<file path="config.mk">
export PLATFORM = sky130hd
export DESIGN_NAME = periodic_task_table_scheduler_core
export DESIGN_NICKNAME = d
export VERILOG_FILES = /design/src/rtl/core/ptts_pkg.sv /design/src/rtl/core/ptts_div.sv /design/src/rtl/core/periodic_task_table_scheduler_core.sv
export SDC_FILE = /design/constraint.sdc
export NUM_CORES = 1
export LEC_CHECK = 0
export BUFFER_PORTS_ARGS = -buffer_cell sky130_fd_sc_hd__buf_4
export CAP_MARGIN = 10
export CELL_PAD_IN_SITES_DETAIL_PLACEMENT = 1
export CELL_PAD_IN_SITES_GLOBAL_PLACEMENT = 2
export CORE_ASPECT_RATIO = 0.9
export CORE_MARGIN = 8
export CORE_UTILIZATION = 51
export DETAILED_ROUTE_END_ITERATION = 7
export PLACE_DENSITY = 0.85
export SETUP_SLACK_MARGIN = 0.05
export SYNTH_ARGS = -nofsm -noshare
export SYNTH_HDL_FRONTEND = slang
export SYNTH_SLANG_ARGS = --single-unit
</file>
<file path="constraint.sdc">
create_clock -name clk -period 10.4 [get_ports clk]
set_input_delay 1.04 -clock clk [delete_from_list [all_inputs] [get_ports clk]]
set_output_delay 1.04 -clock clk [all_outputs]
set_load 0.01 [all_outputs]
</file>
<file path="src/rtl/core/ptts_pkg.sv">
// Shared types and constants for the periodic task table scheduler.
`timescale 1ns / 1ps
`default_nettype none
package ptts_pkg;
  localparam int MAX_TASKS_DEF = 16;
  localparam int CNT_W = 15;
  localparam int ID_W = 8;
  localparam int IN_W = 27;
  localparam int IN_TDATA_W = 32;
  localparam int OUT_TDATA_W = 24;
  localparam logic [2:0] MODE_TICK = 3'd0;
  localparam logic [2:0] MODE_START = 3'd1;
  localparam logic [2:0] MODE_QUICK = 3'd2;
  localparam logic [2:0] MODE_RESTART = 3'd3;
  localparam logic [2:0] MODE_STOP = 3'd4;

  // divider request / response
  typedef struct packed {
    logic start;
    logic [CNT_W-1:0] dividend;
    logic [CNT_W-1:0] divisor;
  } div_req_t;

  typedef struct packed {
    logic done;
    logic [CNT_W-1:0] quotient;
  } div_rsp_t;
endpackage
`default_nettype wire

</file>
<file path="src/rtl/core/ptts_div.sv">
// Restoring divider, one quotient bit per cycle, 15-bit unsigned.
`timescale 1ns / 1ps
`default_nettype none
module ptts_div (
  input  wire logic clk,
  input  wire logic rst,
  input  wire ptts_pkg::div_req_t req,
  output ptts_pkg::div_rsp_t rsp
);
  import ptts_pkg::*;

  logic [CNT_W-1:0] rem;
  logic [CNT_W-1:0] quo;
  logic [CNT_W-1:0] dvs;
  logic [3:0] cnt;
  logic busy;
  logic done;
  logic [CNT_W:0] trial;

  assign trial = {rem, quo[CNT_W-1]} - {1'b0, dvs};

  always_ff @(posedge clk) begin
    if (rst) begin
      busy <= 1'b0;
      done <= 1'b0;
      cnt <= '0;
    end else begin
      done <= 1'b0;
      if (req.start) begin
        busy <= 1'b1;
        rem <= '0;
        quo <= req.dividend;
        dvs <= req.divisor;
        cnt <= 4'(CNT_W - 1);
      end else if (busy) begin
        if (trial[CNT_W]) begin
          rem <= {rem[CNT_W-2:0], quo[CNT_W-1]};
          quo <= {quo[CNT_W-2:0], 1'b0};
        end else begin
          rem <= trial[CNT_W-1:0];
          quo <= {quo[CNT_W-2:0], 1'b1};
        end
        if (cnt == '0) begin
          busy <= 1'b0;
          done <= 1'b1;
        end
        cnt <= cnt - 4'd1;
      end
    end
  end

  always_comb begin
    rsp.done = done;
    rsp.quotient = quo;
  end

  a_done_after_busy: assert property (@(posedge clk) disable iff (rst)
    rsp.done |-> $past(busy)) else $error("divider done without work");
  a_no_start_busy: assert property (@(posedge clk) disable iff (rst)
    busy && cnt != '0 |=> busy) else $error("divider stopped early");
  a_start_busy: assert property (@(posedge clk) disable iff (rst)
    req.start |=> busy) else $error("divider did not start");
endmodule
`default_nettype wire

</file>
<file path="src/rtl/core/periodic_task_table_scheduler_core.sv">
// Top level: task table, sequencer and output register.
// A command passes through search, decide and, for a removal, the shift walk before completion;
// a tick walks the table entry by entry, skipping zero-period entries, and runs the
// shared 15-bit divider twice per other entry (old and new counter).
// One item at a time; s_tready is low from accept until the completion transaction is loaded
// into the output register; output stalls add cycles. Reset empties table, zeroes counter.
`timescale 1ns / 1ps
`default_nettype none
module periodic_task_table_scheduler_core #(
  parameter int MAX_TASKS = ptts_pkg::MAX_TASKS_DEF
) (
  input  wire logic clk,
  input  wire logic rst,
  input  wire logic s_tvalid,
  output logic s_tready,
  // tdata: mode[2:0], task_id[10:3], period_ms[26:11], zero fill
  input  wire logic [ptts_pkg::IN_TDATA_W-1:0] s_tdata,
  output logic m_tvalid,
  input  wire logic m_tready,
  // tdata: fired_id[7:0], fired_period[22:8], zero fill
  output logic [ptts_pkg::OUT_TDATA_W-1:0] m_tdata,
  // tuser: kind[0], error[1], became_busy[2], became_idle[3]
  output logic [3:0] m_tuser,
  output logic m_tlast
);
  import ptts_pkg::*;
  localparam int IW = (MAX_TASKS > 1) ? $clog2(MAX_TASKS) : 1;
  localparam int CW = $clog2(MAX_TASKS + 1);

  typedef enum logic [3:0] {
    S_IDLE, S_FIND, S_DECIDE, S_SHIFT, S_TRD, S_DIV0, S_DIV1, S_EMIT, S_DONE
  } state_t;

  state_t state;
  logic [ID_W-1:0] ids [MAX_TASKS];
  logic [CNT_W-1:0] pers [MAX_TASKS];
  logic [CW-1:0] count;
  logic [CNT_W-1:0] ms_counter;
  logic [CNT_W-1:0] next_cnt;
  logic [2:0] mode;
  logic [ID_W-1:0] tid;
  logic [15:0] per_in;
  logic [CW-1:0] idx;
  logic [ID_W-1:0] rd_id;
  logic [CNT_W-1:0] rd_per;
  logic [CNT_W-1:0] q0;
  logic err, busy_f, idle_f;
  logic found;
  div_req_t dreq;
  div_rsp_t drsp;

  ptts_div u_div (.clk(clk), .rst(rst), .req(dreq), .rsp(drsp));

  assign s_tready = (state == S_IDLE);
  assign found = idx < count;

  always_comb begin
    dreq.start = 1'b0;
    dreq.dividend = ms_counter;
    // first division starts while the entry is being read
    dreq.divisor = (state == S_TRD) ? pers[idx[IW-1:0]] : rd_per;
    if (state == S_TRD && idx < count && pers[idx[IW-1:0]] != '0) dreq.start = 1'b1;
    if (state == S_DIV0 && drsp.done) begin
      dreq.start = 1'b1;
      dreq.dividend = next_cnt;
    end
  end

  always_ff @(posedge clk) begin
    if (rst) begin
      state <= S_IDLE;
      count <= '0;
      ms_counter <= '0;
      m_tvalid <= 1'b0;
    end else begin
      if (m_tvalid && m_tready && state != S_EMIT && state != S_DONE) m_tvalid <= 1'b0;
      unique case (state)
        S_IDLE: if (s_tvalid) begin
          mode <= s_tdata[2:0];
          tid <= s_tdata[10:3];
          per_in <= s_tdata[26:11];
          next_cnt <= ms_counter + s_tdata[25:11];
          idx <= '0;
          err <= 1'b0; busy_f <= 1'b0; idle_f <= 1'b0;
          state <= (s_tdata[2:0] == MODE_TICK) ? S_TRD : S_FIND;
        end
        S_FIND: begin
          // linear search, one entry per cycle
          if (mode == MODE_QUICK || idx >= count || ids[idx[IW-1:0]] == tid)
            state <= S_DECIDE;
          else idx <= idx + CW'(1);
        end
        S_DECIDE: begin
          state <= S_DONE;
          priority if (mode > MODE_STOP) err <= 1'b1;
          else if (mode == MODE_QUICK || (mode == MODE_START && !found)) begin
            if ((mode == MODE_QUICK && (per_in[15] || per_in == '0)) ||
                per_in[15] || count >= CW'(MAX_TASKS)) err <= 1'b1;
            else begin
              ids[count[IW-1:0]] <= tid;
              pers[count[IW-1:0]] <= per_in[CNT_W-1:0];
              count <= count + CW'(1);
              busy_f <= (count == '0);
            end
          end else if (!found) err <= 1'b1;
          else if (per_in[15] || mode == MODE_STOP) state <= S_SHIFT;
          else pers[idx[IW-1:0]] <= per_in[CNT_W-1:0];
        end
        S_SHIFT: begin
          if (idx + CW'(1) < count) begin
            ids[idx[IW-1:0]] <= ids[IW'(idx + CW'(1))];
            pers[idx[IW-1:0]] <= pers[IW'(idx + CW'(1))];
            idx <= idx + CW'(1);
          end else begin
            count <= count - CW'(1);
            idle_f <= (count == CW'(1));
            state <= S_DONE;
          end
        end
        S_TRD: begin
          if (idx >= count) begin
            ms_counter <= next_cnt;
            state <= S_DONE;
          end else begin
            rd_id <= ids[idx[IW-1:0]];
            rd_per <= pers[idx[IW-1:0]];
            if (pers[idx[IW-1:0]] == '0) idx <= idx + CW'(1);
            else state <= S_DIV0;
          end
        end
        S_DIV0: if (drsp.done) begin
          q0 <= drsp.quotient;
          state <= S_DIV1;
        end
        S_DIV1: if (drsp.done) begin
          idx <= idx + CW'(1);
          state <= (q0 != drsp.quotient) ? S_EMIT : S_TRD;
        end
        S_EMIT: if (!m_tvalid || m_tready) begin
          m_tvalid <= 1'b1;
          m_tdata <= {1'b0, rd_per, rd_id};
          m_tuser <= 4'b0001;
          m_tlast <= 1'b0;
          state <= S_TRD;
        end
        S_DONE: if (!m_tvalid || m_tready) begin
          m_tvalid <= 1'b1;
          m_tdata <= '0;
          m_tuser <= {idle_f, busy_f, err, 1'b0};
          m_tlast <= 1'b1;
          state <= S_IDLE;
        end
        default: state <= S_IDLE;
      endcase
    end
  end

  a_count_bound: assert property (@(posedge clk) disable iff (rst)
    count <= CW'(MAX_TASKS)) else $error("table overflow");
  a_fire_not_last: assert property (@(posedge clk) disable iff (rst)
    m_tvalid && m_tuser[0] |-> !m_tlast) else $error("fired item marked last");
  a_busy_idle: assert property (@(posedge clk) disable iff (rst)
    m_tvalid |-> !(m_tuser[2] && m_tuser[3])) else $error("busy and idle together");
endmodule
`default_nettype wire
</file>
==> key figures, run 1 <==
Logic synthesis
  – Yosys warnings: 0
  – Post-Syn Area per Cell: around 16 sq um
  – Asr flop ratio synth: 0%
  – Cell Area, Synth: 27200 sq um
  – Ys flop type: edfxtp_1
  – Synth Register Bits: approximately 560
  – Post-synth cell types: 77
  – Synth Net Count: around 1800
  – Cells after Synth: roughly 1700
  – Number of synthesized flops with an enable pin: between 500 and 600
  – Sequential fraction of the synthesis area: between 60% and 70%

CTS
  – Clock H-tree levels: 2
  – Clk sinks: between 500 and 600
  – Clk_lat worst skew: approximately 0.62 ns
  – Post-CTS setup buffers: 0
  – Clk slew on worst S/H paths: 0.06 ns
  – Root buf cell: clkbuf_16
  – Hold Buf Count CTS: 0
  – CTS tree: yes
  – Cts repair resizes: 0
  – CTS Buffer Depth: 3
  – TritonCTS Buffers: 57

Timing
  – Worst-margin pin slew: 1.27 ns
  – Fmax: roughly 170 MHz
  – Fin crit period: roughly 5.9 ns
  – Final hold vios: 0
  – Fin crit share: 56.4%
  – Slew margin rel.: 15.2%
  – Clock Skew: about 0.028 ns
  – Slew Limit Fails: 0
  – RSZ-0062 raised after global routing: no
  – # setup viols final: 0
  – Setup TNS: 0 ns
  – Hold_ws: between 0.4 and 0.5 ns

Setup path
  – Critical Setup Path Class: reg2reg
  – Worst EP arrival: just over 6 ns
  – Startpoint types: flip-flop
  – Data required, critical path: around 11 ns
  – Critical path endpoint category: flip-flop
  – Critical-path maximum fanout: 47

Global routing
  – Initial antenna violation count: 1
  – Global route overflow: 0
  – GR Util All Layers: about a quarter
  – Largest net degree at the start of global routing: 56
  – First-pass GRT wire length: around 110000 microns
  – Vias in the first global route: around 17000

Run
  – MaxCap Viol Count: 0

Route
  – DR iter-0 viols: about 1400
  – DRC: 0
  – WL per Instance: 28.2 microns
  – Total number of vias: 16100
  – WL met1: 30000 microns
  – Antenna Violating Nets Remaining: 0
  – Final wirelength: around 72000 microns
  – DRT Pass-1 Iters: 7
  – Routed wl met2: about 35000 microns
  – Met3 wire length: 4250 microns
  – Vias per inst: about 6.3
  – Highest routed layer: met4

Finish
  – Register Area: between 15000 and 20000 sq um
  – Most common cell after layout, fill and taps aside: edfxtp_1
  – Most frequent cells in the layout: 529 x edfxtp_1, 189 x mux4_2, 111 x nor2_1
  – Area grow syn2layout: 12.1%
  – Footprint of the multi-input gates: around 10000 sq um
  – Core Util, Final: between 50 and 60%
  – Fillers: a little under 5000
  – Final instance area: just over 30000 sq um
  – Nets: around 1900
  – Cell Count, Final, Fillers Out: between 2000 and 3000
  – Share of cells above drive strength 1: 25.2%

Floorplan
  – Die X: 259 microns
  – Die Footprint: 61000 sq um
  – Core Area: about 53000 sq um
  – IO Count: 67
  – Initial Util: between 50% and 60%
  – Die H: between 200 and 250 microns
  – Num rows: 80

Outcome
  – Status: finished, final reports clean

Placement
  – Post-place instance area: 28400 sq um
  – PortBufs: 60
  – Dpl hpwl: approximately 45000 microns
  – DP Cell Count: 2432
  – GP Congestion: 0.831

Pwr
  – Sw Ratio: a little under a third
  – Clock power frac: between 20% and 30%
  – Leak pwr: slightly above 10 nW
  – Combinational share of power: between 30% and 40%
  – Reported net switching power: around 0.0024 W
  – P_int: 0.00515 W
  – Worst vdd ir: approximately 0.17 mV
  – Cell Pwr Density: between 200 and 250 nW/um^2
  – Power share of the sequential group: ~37%

Hold path
  – Hold Crit Class: reg2reg
[registers in the layout, summed over array words and instances (netlist names), 15 cells and up, named ones only]
name and cells:
pers 240, ids 128, m_tdata 23, per_in 16
ms_counter 15, next_cnt 15, q0 15, rd_per 15
u_div.dvs 15, u_div.quo 15, u_div.rem 15
[synth_stat cells, types with 11 or more instances]
| cell | number | area [sq um] |
|---|---|---|
| edfxtp_1 | 529 | 15900 |
| mux4_2 | 189 | 4260 |
| nor2_1 | 117 | 439 |
| nand2_1 | 103 | 387 |
| a21oi_1 | 75 | 375 |
| mux2i_1 | 64 | 641 |
| clkbuf_1 | 58 | 218 |
| inv_1 | 53 | 199 |
| nor2b_1 | 49 | 307 |
| mux2_2 | 48 | 541 |
| xnor2_1 | 47 | 412 |
| ha_1 | 45 | 563 |
| dfxtp_1 | 35 | 701 |
| o21ai_0 | 33 | 165 |
| a22oi_1 | 30 | 225 |
| nand3_1 | 21 | 105 |
| xor2_1 | 21 | 184 |
| nor3_1 | 19 | 95.1 |
| buf_2 | 15 | 75.1 |
| buf_1 | 13 | 48.8 |
| and3_1 | 12 | 75.1 |
| a31oi_1 | 11 | 68.8 |
| nand2b_1 | 11 | 68.8 |
[worst max-delay path, cell delays in order (launching register included)]
cell      delay [ns]
dfxtp_4         0.81
buf_4           0.85
mux4_2          0.62
a22o_1          0.26
a221oi_1        0.89
nand2_1         0.22
nor4_4          0.27
a211oi_1        0.12
or2_2           0.55
buf_4           0.33
nor2_1          0.14
nor2_2          0.18
buf_4           0.31
[kinds of logic (layout without fill, tap and decap cells)]
| family | after synthesis | count (layout) | synth area share, % |
|---|---|---|---|
| fa+ha+maj | 47 | 47 | 2.22 |
| buf+inv | 154 | 261 | 2.51 |
| flops | 564 | 564 | 61.0 |
| other cells | 1 | 2 | 0.0138 |
| compound gates | 214 | 214 | 5.13 |
| simple gates | 386 | 386 | 6.95 |
| mux | 302 | 302 | 20.0 |
| xor+xnor | 68 | 68 | 2.19 |
[path summary, 6_finish.rpt]
path | from | endpoint | slack (ns) | cells after the start
max | flip-flop | u_div.quo[5] | 4.54 | 12
min | ms_counter[13] | ms_counter[13] | 0.49 | 2
max reg2reg | flip-flop | u_div.quo[5] | 4.54 | 12
min reg2reg | ms_counter[13] | ms_counter[13] | 0.49 | 2
[layer usage]
metal  GRT usage [%]  vias up
li1                -     6970
met1            31.9     8441
met2            38.6      558
met3            3.47      139
met4            7.64        0
met5               0        -
[through the flow]
step | power, W | worst slack, ns
after floorplan | 0.00463 | 5.80
after global placement | 0.00528 | 4.46
after detailed placement | 0.00533 | 4.44
after CTS | 0.00760 | 4.43
after global routing | 0.00785 | 4.03
final | 0.00755 | 4.54
[layout make-up]
| type | instances | share of cell area (%) |
|---|---|---|
| multi-input cells | 1018 | 32.9 |
| inverters | 54 | 0.664 |
| clock buffers | 65 | 4.84 |
| repair buffers | 100 | 2.46 |
| diodes | 1 | 0.00820 |
| flip-flops and latches | 564 | 54.4 |
| clock inverters | 42 | 1.91 |
| well taps | 697 | 2.86 |
[power by group through the flow]
stage | registers (W) | clock network, W | logic (W)
detailed placement | 0.00284 | 0 | 0.00250
global route | 0.00280 | 0.00237 | 0.00268
CTS | 0.00279 | 0.00229 | 0.00252
finish | 0.00279 | 0.00226 | 0.00250
floorplan | 0.00272 | 0 | 0.00191
global placement | 0.00283 | 0 | 0.00244
Power figures use the tool's default switching activity.
==> run 2: changes to the inputs <==
- CORE_UTILIZATION: 51 -> 43
- PLACE_DENSITY: 0.85 -> 0.76
- clock period: 10.4 -> 5.05 ns (I/O delays scaled with it)
==> key figures, run 2 (synthesis gave the netlist of run 1 again) <==
CTS
  – Clk sinks: 564 (unchanged)
  – CTS Buffer Depth: 3 (unchanged)
  – Cts repair resizes: 0 (unchanged)
  – Post-CTS setup buffers: 0 (unchanged)
  – Root buf cell: clkbuf_16 (unchanged)
  – Clk_lat worst skew: 0.63 ns (was 0.62 ns)
  – CTS tree: yes (unchanged)
  – TritonCTS Buffers: 60 (was 57)
  – Clk slew on worst S/H paths: 0.06 ns (about the same)
  – Clock H-tree levels: 2 (unchanged)
  – Hold Buf Count CTS: 0 (unchanged)

Route
  – Vias per inst: 5.98 (was 6.34)
  – Final wirelength: 75000 microns (was 71700 microns)
  – Antenna Violating Nets Remaining: 0 (unchanged)
  – Total number of vias: 16300 (was 16100)
  – WL per Instance: 27.5 microns (was 28.2 microns)
  – DRT Pass-1 Iters: 5 (was 7)
  – DR iter-0 viols: 1431 (was 1399)
  – DRC: 0 (unchanged)

Finish
  – Fillers: 5925 (was 4835)
  – Most common cell after layout, fill and taps aside: edfxtp_1 (unchanged)
  – Most frequent cells in the layout: 529 x edfxtp_1, 189 x mux4_2, 122 x buf_4 (was 529 x edfxtp_1, 189 x mux4_2, 111 x nor2_1)
  – Share of cells above drive strength 1: 26.8% (was 25.2%)
  – Area grow syn2layout: 14.1% (was 12.1%)
  – Final instance area: 31100 sq um (was 30500 sq um)
  – Max reg flops: 240 (unchanged)
  – Nets: 1913 (was 1878)
  – Ant diodes: 0 (was 1)
  – Core Util, Final: 49.6% (was 57.7%)

Setup path
  – Crit path buf inv count: 2 (was 3)
  – Data required, critical path: 5.38 ns (was 10.75 ns)
  – CP dominant cell by count: o21ai_0 (was buf_4)
  – Critical Setup Path Class: reg2reg (unchanged)
  – Critical-path maximum fanout: 13 (was 47)
  – Worst R2R Start: count[3]
  – Critical path's largest stage delay: 0.67 ns (was 0.89 ns)
  – Critical path endpoint category: flip-flop (unchanged)
  – Slowest-stage cell, CP: nor2_2 (was a221oi_1)
  – Worst EP arrival: 4.84 ns (was 6.22 ns)
  – Startpoint types: flip-flop (unchanged)
  – Crit path cell chain: inv_1 -> ha_1 -> a21o_1 -> a21oi_1 -> o21ai_0 -> nor3_1 -> a31oi_1 -> nor2_1 -> and3_1 -> o21ai_0 -> nor2_2 -> buf_12 (was buf_4 -> mux4_2 -> a22o_1 -> a221oi_1 -> nand2_1 -> nor4_4 -> a211oi_1 -> or2_2 -> buf_4 -> nor2_1 -> nor2_2 -> buf_4)
  – Delay-heaviest family, CP: simple AND/OR/NAND/NOR gates (was buffers and inverters)
  – Worst setup path start: count[3]

Timing
  – Slew Limit Fails: 0 (unchanged)
  – Fin crit period: 4.52 ns (was 5.86 ns)
  – Final Worst Setup Slack: 0.534 ns (was 4.54 ns)
  – Fin crit share: 89.4% (was 56.4%)
  – Final hold vios: 0 (unchanged)
  – RSZ-0062 raised after global routing: no (unchanged)
  – Clock Skew: 0.0225 ns (was 0.0278 ns)
  – # setup viols final: 0 (unchanged)
  – Worst-margin pin slew: 0.948 ns (was 1.27 ns)
  – Slew margin rel.: 36.2% (was 15.2%)
  – Fmax: 221 MHz (was 171 MHz)
  – Setup TNS: 0 ns (unchanged)

Placement
  – Pre-CTS setup slack: 0.685 ns (was 4.44 ns)
  – PortBufs: 60 (unchanged)
  – Dpl hpwl: 48800 microns (was 45100 microns)
  – Post-place instance area: 29000 sq um (was 28400 sq um)
  – GP Congestion: 0.814 (was 0.831)

Pwr
  – Cell Pwr Density: 504 nW/um^2 (was 247 nW/um^2)
  – Power Total: 0.0157 W (was 0.00755 W)
  – Worst vdd ir: 0.449 mV (was 0.167 mV)
  – Leak pwr: 10.3 nW (was 10.1 nW)

Floorplan
  – Die H: 255 microns (was 235 microns)
  – Die Footprint: 71600 sq um (was 61000 sq um)
  – Core Area: 62600 sq um (was 52900 sq um)
  – Initial Util: 43.5% (was 51.5%)
  – Die X: 281 microns (was 259 microns)
  – Num rows: 87 (was 80)
  – IO Count: 67 (unchanged)

Run
  – MaxCap Viol Count: 0 (unchanged)

Global routing
  – First-pass GRT wire length: 112000 microns (was 109000 microns)
  – Largest net degree at the start of global routing: 94 (was 56)
  – Initial antenna violation count: 1 (unchanged)
  – Vias in the first global route: 17200 (about the same)
  – Global route overflow: 0 (unchanged)
  – GR Util All Layers: 20.9% (was 23.4%)

Hold path
  – Hold Crit Class: in2reg (was reg2reg)
  – Hold Crit Start: s_tdata[9] (was ms_counter[13])

Outcome
  – Status: finished, final reports clean (unchanged)
run 2: path summary, 6_finish.rpt:
kind	endpoint	slack (ns)	depth (start not counted)
setup / recovery	pers[14][7]	0.53	12
hold / removal	tid[6]	0.05	1
hold reg to reg	ms_counter[6]	0.48	2
setup reg to reg	pers[14][7]	0.53	12
run 2: stage by stage:
| step | hold slack [ns] | instances |
|---|---|---|
| floorplan | 0.452 | 1736 |
| global route | 0.0313 | 2727 |
| CTS | 0.0159 | 2727 |
| finish | 0.0479 | 2727 |
| detailed placement | 0.479 | 2613 |
| global placement | 0.463 | 2613 |
run 2: layer usage:
metal	wire, microns	global-route usage [%]	vias up
met1	32500	28.6	8590
met2	35800	34.2	525
li1	-	-	7051
met4	2060	6.17	0
met5	0	0	-
met3	4660	3.70	130
run 2: final cells by class:
| class | instances | area [sq um] | share of cell area (%) |
|---|---|---|---|
| well taps | 845 | 1060 | 3.40 |
| inverters | 54 | 203 | 0.653 |
| repair buffers | 132 | 1120 | 3.59 |
| clock buffers | 83 | 1650 | 5.31 |
| multi-input cells | 1018 | 10100 | 32.4 |
| flip-flops and latches | 564 | 16600 | 53.4 |
| clock inverters | 31 | 377 | 1.21 |
run 2: where the power goes:
part	total, W	switching [W]	internal, W
Clock	0.00458	0.00189	0.00269
Combinational	0.00540	0.00295	0.00245
Sequential	0.00568	0.000234	0.00545
